===== config.mk =====
export PLATFORM = sky130hd
export DESIGN_NAME = base64_stream_encoder
export DESIGN_NICKNAME = d
export VERILOG_FILES = /design/src/rtl/b64se_pkg.sv /design/src/rtl/b64se_front.sv /design/src/rtl/b64se_queue.sv /design/src/rtl/b64se_back.sv /design/src/rtl/base64_stream_encoder.sv
export SDC_FILE = /design/constraint.sdc
export NUM_CORES = 1
export LEC_CHECK = 0
export BUFFER_PORTS_ARGS = -buffer_cell sky130_fd_sc_hd__buf_2
export CAP_MARGIN = 20
export CELL_PAD_IN_SITES_DETAIL_PLACEMENT = 0
export CELL_PAD_IN_SITES_GLOBAL_PLACEMENT = 1
export CORE_ASPECT_RATIO = 2
export CORE_MARGIN = 2
export CORE_UTILIZATION = 45
export DETAILED_ROUTE_END_ITERATION = 12
export PLACE_DENSITY_LB_ADDON = 0.1
export SLEW_MARGIN = 20
export SYNTH_ARGS = -nofsm -noshare
export SYNTH_HDL_FRONTEND = slang
export SYNTH_SLANG_ARGS = --single-unit

===== constraint.sdc =====
create_clock -name clk_i -period 2.6 [get_ports clk_i]
set_clock_uncertainty 0.2 [all_clocks]
set_input_delay 0.39 -clock clk_i [delete_from_list [all_inputs] [get_ports clk_i]]
set_output_delay 0.39 -clock clk_i [all_outputs]
set_load 0.03 [all_outputs]

===== src/rtl/b64se_pkg.sv =====
`default_nettype none
// ----------------------------------------------------------------------------
// Base64 stream encoder package
// Shared item types, group descriptor and the base64 alphabet mapping.
// ----------------------------------------------------------------------------
package b64se_pkg;

  localparam logic [7:0] PadChar     = 8'h3D;
  localparam logic [7:0] PlusChar    = 8'h2B;
  localparam logic [7:0] SlashChar   = 8'h2F;
  localparam logic [7:0] UpperBase   = 8'h41;
  localparam logic [7:0] LowerBase   = 8'h61;
  localparam logic [7:0] DigitBase   = 8'h30;
  localparam logic [5:0] LowerStart  = 6'd26;
  localparam logic [5:0] DigitStart  = 6'd52;
  localparam logic [5:0] PlusIndex   = 6'd62;

  typedef struct packed {
    logic [7:0] data_byte;
    logic       final_byte;
  } b64se_in_t;

  typedef struct packed {
    logic [7:0] out_char;
    logic       last_char;
  } b64se_out_t;

  // One group of up to three bytes waiting to be turned into characters.
  typedef struct packed {
    logic [23:0] group;
    logic [1:0]  npad;
    logic        is_final;
  } b64se_grp_t;

  typedef struct packed {
    logic full;
    logic empty;
  } b64se_q_status_t;

  function automatic logic [7:0] b64_char(input logic [5:0] idx);
    logic [7:0] wide;
    wide = {2'b00, idx};
    if (idx < LowerStart) begin
      return UpperBase + wide;
    end else if (idx < DigitStart) begin
      return LowerBase + wide - {2'b00, LowerStart};
    end else if (idx < PlusIndex) begin
      return DigitBase + wide - {2'b00, DigitStart};
    end else if (idx == PlusIndex) begin
      return PlusChar;
    end else begin
      return SlashChar;
    end
  endfunction

endpackage
`default_nettype wire


===== src/rtl/b64se_front.sv =====
`default_nettype none
// ----------------------------------------------------------------------------
// Base64 encoder front end
// Accepts bytes, gathers them into groups of three, or fewer at the final byte, and pushes each group.
// ----------------------------------------------------------------------------
module b64se_front (
  input  wire                       clk_i,
  input  wire                       rst_ni,
  input  wire                       in_valid_i,
  output logic                      in_ready_o,
  input  b64se_pkg::b64se_in_t      in_item_i,
  input  b64se_pkg::b64se_q_status_t q_status_i,
  output logic                      push_o,
  output b64se_pkg::b64se_grp_t     push_grp_o
);
  import b64se_pkg::*;

  logic [15:0] bytes_q, bytes_d;
  logic [1:0]  cnt_q, cnt_d;
  logic        accept;

  assign in_ready_o = ~q_status_i.full;
  assign accept     = in_valid_i & in_ready_o;

  always_comb begin
    bytes_d             = bytes_q;
    cnt_d               = cnt_q;
    push_o              = 1'b0;
    push_grp_o.group    = {bytes_q, in_item_i.data_byte};
    push_grp_o.npad     = 2'd0;
    push_grp_o.is_final = in_item_i.final_byte;
    if (accept) begin
      case (cnt_q)
        2'd2: begin
          push_o  = 1'b1;
          bytes_d = 16'd0;
          cnt_d   = 2'd0;
        end
        2'd1: begin
          if (in_item_i.final_byte) begin
            push_o           = 1'b1;
            push_grp_o.group = {bytes_q[7:0], in_item_i.data_byte, 8'd0};
            push_grp_o.npad  = 2'd1;
            bytes_d          = 16'd0;
            cnt_d            = 2'd0;
          end else begin
            bytes_d = {bytes_q[7:0], in_item_i.data_byte};
            cnt_d   = 2'd2;
          end
        end
        default: begin
          // An empty group; a count of three cannot arise and is taken as empty.
          if (in_item_i.final_byte) begin
            push_o           = 1'b1;
            push_grp_o.group = {in_item_i.data_byte, 16'd0};
            push_grp_o.npad  = 2'd2;
            bytes_d          = 16'd0;
            cnt_d            = 2'd0;
          end else begin
            bytes_d = {bytes_q[7:0], in_item_i.data_byte};
            cnt_d   = 2'd1;
          end
        end
      endcase
    end
  end

  always_ff @(posedge clk_i or negedge rst_ni) begin
    if (!rst_ni) begin
      bytes_q <= 16'd0;
      cnt_q   <= 2'd0;
    end else begin
      bytes_q <= bytes_d;
      cnt_q   <= cnt_d;
    end
  end

endmodule
`default_nettype wire


===== src/rtl/b64se_queue.sv =====
`default_nettype none
// ----------------------------------------------------------------------------
// Base64 encoder group queue
// Small register FIFO of group descriptors between front and back end.
// ----------------------------------------------------------------------------
module b64se_queue #(
  parameter int Depth = 2
) (
  input  wire                        clk_i,
  input  wire                        rst_ni,
  input  wire                        push_i,
  input  b64se_pkg::b64se_grp_t      push_grp_i,
  input  wire                        pop_i,
  output b64se_pkg::b64se_grp_t      pop_grp_o,
  output b64se_pkg::b64se_q_status_t status_o
);
  import b64se_pkg::*;

  localparam int PtrW = (Depth > 1) ? $clog2(Depth) : 1;
  localparam int CntW = $clog2(Depth + 1);
  localparam logic [PtrW-1:0] LastPtr = PtrW'(Depth - 1);
  localparam logic [CntW-1:0] FullCnt = CntW'(Depth);

  b64se_grp_t          mem_q [Depth];
  logic [PtrW-1:0]     wr_ptr_q, rd_ptr_q;
  logic [CntW-1:0]     cnt_q;
  logic                do_push, do_pop;

  assign status_o.full  = (cnt_q == FullCnt);
  assign status_o.empty = (cnt_q == '0);
  assign do_push        = push_i & ~status_o.full;
  assign do_pop         = pop_i & ~status_o.empty;
  assign pop_grp_o      = mem_q[rd_ptr_q];

  always_ff @(posedge clk_i) begin
    if (do_push) begin
      mem_q[wr_ptr_q] <= push_grp_i;
    end
  end

  always_ff @(posedge clk_i or negedge rst_ni) begin
    if (!rst_ni) begin
      wr_ptr_q <= '0;
      rd_ptr_q <= '0;
      cnt_q    <= '0;
    end else begin
      if (do_push) begin
        wr_ptr_q <= (wr_ptr_q == LastPtr) ? '0 : wr_ptr_q + 1'b1;
      end
      if (do_pop) begin
        rd_ptr_q <= (rd_ptr_q == LastPtr) ? '0 : rd_ptr_q + 1'b1;
      end
      if (do_push && !do_pop) begin
        cnt_q <= cnt_q + 1'b1;
      end else if (do_pop && !do_push) begin
        cnt_q <= cnt_q - 1'b1;
      end
    end
  end

endmodule
`default_nettype wire


===== src/rtl/b64se_back.sv =====
`default_nettype none
// ----------------------------------------------------------------------------
// Base64 encoder back end
// Takes one group at a time and sends out its four characters in turn.
// ----------------------------------------------------------------------------
module b64se_back (
  input  wire                        clk_i,
  input  wire                        rst_ni,
  input  b64se_pkg::b64se_q_status_t q_status_i,
  input  b64se_pkg::b64se_grp_t      pop_grp_i,
  output logic                       pop_o,
  output logic                       out_valid_o,
  input  wire                        out_ready_i,
  output b64se_pkg::b64se_out_t      out_item_o
);
  import b64se_pkg::*;

  b64se_grp_t grp_q;
  logic [1:0] pos_q;
  logic       busy_q;
  logic       out_done;
  logic       grp_done;
  logic [5:0] sextet;
  logic [2:0] pad_sum;

  assign out_valid_o = busy_q;
  assign out_done    = busy_q & out_ready_i;
  assign grp_done    = out_done & (pos_q == 2'd3);
  assign pop_o       = ~q_status_i.empty & (~busy_q | grp_done);

  always_comb begin
    case (pos_q)
      2'd0:    sextet = grp_q.group[23:18];
      2'd1:    sextet = grp_q.group[17:12];
      2'd2:    sextet = grp_q.group[11:6];
      default: sextet = grp_q.group[5:0];
    endcase
    // Positions at or beyond four minus the pad count are pad characters.
    pad_sum              = {1'b0, pos_q} + {1'b0, grp_q.npad};
    out_item_o.out_char  = pad_sum[2] ? PadChar : b64_char(sextet);
    out_item_o.last_char = grp_q.is_final & (pos_q == 2'd3);
  end

  always_ff @(posedge clk_i) begin
    if (pop_o) begin
      grp_q <= pop_grp_i;
    end
  end

  always_ff @(posedge clk_i or negedge rst_ni) begin
    if (!rst_ni) begin
      busy_q <= 1'b0;
      pos_q  <= 2'd0;
    end else begin
      if (pop_o) begin
        busy_q <= 1'b1;
        pos_q  <= 2'd0;
      end else if (grp_done) begin
        busy_q <= 1'b0;
        pos_q  <= 2'd0;
      end else if (out_done) begin
        pos_q <= pos_q + 2'd1;
      end
    end
  end

endmodule
`default_nettype wire


===== src/rtl/base64_stream_encoder.sv =====
`default_nettype none
// A byte that closes a group is written into the queue and then loaded into the
// back end's group register before its first character shows.
// Throughput: one byte a cycle into the front end while the queue is not full;
// the back end's serialiser sends one character a cycle while out_ready_i is high.
// Reset: asynchronous, active low; clears held bytes, queue pointers and
// serialiser state, and no clearing pass is needed.
// ----------------------------------------------------------------------------
// Base64 stream encoder
// Encodes a byte stream into padded standard base64 characters.
// ----------------------------------------------------------------------------
module base64_stream_encoder #(
  parameter int QueueDepth = 2
) (
  input  wire                   clk_i,
  input  wire                   rst_ni,
  input  wire                   in_valid_i,
  output logic                  in_ready_o,
  input  b64se_pkg::b64se_in_t  in_item_i,
  output logic                  out_valid_o,
  input  wire                   out_ready_i,
  output b64se_pkg::b64se_out_t out_item_o
);
  import b64se_pkg::*;

  // The front end holds up to two bytes of an unfinished group. When a third
  // byte arrives, or the final byte of the message, it builds a group
  // descriptor: the 24-bit group, how many trailing characters are padding
  // and whether the group ends the message.
  logic            push;
  b64se_grp_t      push_grp;
  b64se_grp_t      pop_grp;
  logic            pop;
  b64se_q_status_t q_status;

  b64se_front u_front (
    .clk_i      (clk_i),
    .rst_ni     (rst_ni),
    .in_valid_i (in_valid_i),
    .in_ready_o (in_ready_o),
    .in_item_i  (in_item_i),
    .q_status_i (q_status),
    .push_o     (push),
    .push_grp_o (push_grp)
  );

  // The queue decouples the two sides, so bytes keep being taken while the
  // back end is still sending out the characters of an earlier group.
  b64se_queue #(
    .Depth (QueueDepth)
  ) u_queue (
    .clk_i      (clk_i),
    .rst_ni     (rst_ni),
    .push_i     (push),
    .push_grp_i (push_grp),
    .pop_i      (pop),
    .pop_grp_o  (pop_grp),
    .status_o   (q_status)
  );

  // The back end turns each group into four characters, one item at a time,
  // and takes the next group, if one is waiting, in the same cycle as the last character leaves.
  b64se_back u_back (
    .clk_i       (clk_i),
    .rst_ni      (rst_ni),
    .q_status_i  (q_status),
    .pop_grp_i   (pop_grp),
    .pop_o       (pop),
    .out_valid_o (out_valid_o),
    .out_ready_i (out_ready_i),
    .out_item_o  (out_item_o)
  );

endmodule
`default_nettype wire

==> results.cfg <==
[run_status]
outcome = finished with violations
failed_checks = setup timing

[job]
maxCapViolCount = 0

[die]
start_util_pct = 45.91
rows = 55
num_io_pins = 24
dieWidth_um = 79.88
fp.dieH_um = 155.8
die_area_sq_um = 12440
core_area_sq_um = 11290

[critical_path]
critPathKind = reg2out
path_cells = ha_2, buf_4, mux2_4, nand2_1, a21oi_4, buf_12, a2111oi_4, o21ai_2, buf_4
reg2reg_from = u_front.cnt_q[0]
path_buf_inv = 3
arrival_ns = 2.61
critPathCaptureType = output port
cp_slowest_stage_delay_ns = 0.43
critical-path-top-delay-family = buffers and inverters
cp_common_cell = buf_4
critPathLaunch = u_back.pos_q[0]
critPathMaxFanout = 7
critPathRequiredTime_ns = 2.01
crit_path_start_kind = flop
cpMaxStageDelayCell = dfrtp_2

[hold_path]
hp-start = in_item_i[1]
worstHoldPathType = in2reg

[final_layout]
drive_above_1_share_pct = 33.13
final_cell_mix = edfxtp_1, nand2_1, buf_4
fillers = 957
final_common_cell = edfxtp_1
postLayoutCellArea_sq_um = 6305
utilization_pct = 55.86
nNetsFinal = 506
syn_to_final_growth_pct = 21.69
diodes = 0

[route]
drt-total-wl_um = 10840
drtIter0Drc = 187
drc = 0
viasPerCell = 5.404
dr.pass1.iters = 4
avgRoutedWirePerCell_um = 17.26
antenna_left = 0
num_vias = 3394

[clocking]
cts_tree = yes
cts_made_buffers = 9
clock-sinks = 106
clock_path_buffers = 2
root_buffer = clkbuf_16
h-tree-depth = 3
clock_latency_ns = 0.34
clk_pin_slew_ns = 0.07

[synthesis]
async_flop_share_pct = 23.58
synth.avg_cell_area_sq_um = 12.25
synthFlopType = edfxtp_1
synth_cell_types = 51
synth_nets = 448
synth-seq-cells = 106
yosys_warnings = 0
synthCells = 423
synth_edf_count = 81
netlist_area_sq_um = 5181
seq_area_frac_synth_pct = 59.02

[sta]
fin_crit_sh_pct = 123.1
period_minus_slack_ns = 3.200
hold_viol = 0
worst_slew_pin_slew_ns = 0.7339
max-slew-margin-rel_pct = 51.07
rsz0062_at_grt = yes
timing.fmax_mhz = 312.5
worst_slack_ns = -0.6002
maxSlewViolCount = 0
setup_viol = 8

[grt]
antenna_found_initial = 0
grt_pass1_vias = 3466
grtUsageTotal_pct = 18.91
grt_pass1_wl_um = 17640
gr-total-overflow = 0
grt_max_degree = 29

[power_and_ir_drop]
pwr-share-seq_pct = 30.4
cellPowerDensity_nw_per_um2 = 1366
switchingPower_uw = 3398
internal_power_uw = 5216
p_leak_uw = 0.002372
peakVddDrop_mv = 0.9155
p_sw_share_pct = 39.45
comb_power_share_pct = 55.3
clkPwrFrac_pct = 14.3

[placed_design]
place_ws_ns = -0.3347
numPortBuffers = 23
place.gp.congestion = 0.8220
dp_hpwl_um = 8008
placed_area_sq_um = 5799
==> flip-flops by register name, summed over array words and instances (netlist names) <==
signal / cells
u_queue.mem_q: 54
u_back.grp_q: 27
u_front.bytes_q: 16
u_back.pos_q: 2
u_front.cnt_q: 2
u_queue.cnt_q: 2
u_back.out_valid_o: 1
u_queue.rd_ptr_q: 1
u_queue.wr_ptr_q: 1
==> what timing repair did <==
item | CTS | global route
hold buffers | 1 | 0
setup endpoints to repair | 8 | 8
setup buffers | 3 | 2
resized for setup | 27 | 16
pin swaps | 5 | 7
endpoints found under the hold margin | 25 | 0
==> cell usage after synthesis (all sizes together), types with 11 or more instances <==
library cell  number  area, sq um
a22o              17        148.9
inv               17        63.81
clkbuf            12        45.04
and2              11        68.82
a21oi             22        121.4
mux2              38        439.2
ha                12        150.1
nand3             11        55.05
edfxtp            81         2432
dfrtp             25        625.6
o21ai             37        196.4
nor2              26        107.6
nand2             48        180.2
==> cell type report <==
class / instances / area, sq um / share of cell area, %
clock buffers: 10 / 229.0 / 3.632
clock inverters: 6 / 43.79 / 0.6946
inverters: 17 / 66.31 / 1.052
multi-input cells: 280 / 2171 / 34.43
flip-flops and latches: 106 / 3060 / 48.54
well taps: 142 / 177.7 / 2.818
repair buffers: 67 / 556.8 / 8.831
==> power groups by stage <==
| stage | clock network [uW] | logic, uW | registers (uW) |
|---|---|---|---|
| after floorplan | 0 | 2820 | 2580 |
| after global routing | 1340 | 5170 | 2670 |
| final | 1230 | 4770 | 2620 |
| after CTS | 1270 | 4540 | 2620 |
| after detailed placement | 0 | 4140 | 2640 |
| after global placement | 0 | 4050 | 2630 |
==> worst paths after layout <==
kind	endpoint	cells after the start	slack (ns)
worst max-delay path	out_item_o[1]	9	-0.60
max in group asynchronous	u_back.pos_q[0]	2	1.35
worst min register to register	u_front.cnt_q[0]	2	0.33
worst max register to register	u_queue.mem_q[0][17]	6	0.38
worst min-delay path	u_front.bytes_q[0]	2	0.12
min in group asynchronous	u_front.bytes_q[7]	2	0.40
==> cell families after synthesis <==
group	count (synthesis)	share of synthesized area [%]
simple gates	111	9.756
flops	106	59.02
buf+inv	37	2.994
xor+xnor	7	1.183
mux	48	10.65
compound gates	102	13.50
fa+ha+maj	12	2.898
==> layer usage <==
layer  up-vias  wire length [um]  track usage, %
li1       1689                 -               -
met1      1642              4061           19.99
met2        44              6249           35.97
met3        19               174           2.546
met4         0               354           8.555
met5         -                 0               0
==> metrics by stage <==
| step | std cells | power (uW) | TNS, ns | hold slack, ns |
|---|---|---|---|---|
| 2_1_floorplan | 423 | 5396 | -1.005 | -0.1056 |
| 3_3_place_gp | 606 | 6679 | -1.751 | 0.2312 |
| 3_5_place_dp | 606 | 6781 | -2.159 | 0.2529 |
| 4_1_cts | 626 | 8428 | -4.465 | 0.1011 |
| 5_1_grt | 628 | 9168 | -5.207 | 0.1264 |
| 6_report | 628 | 8614 | -4.052 | 0.1164 |
Power figures use the tool's default switching activity.
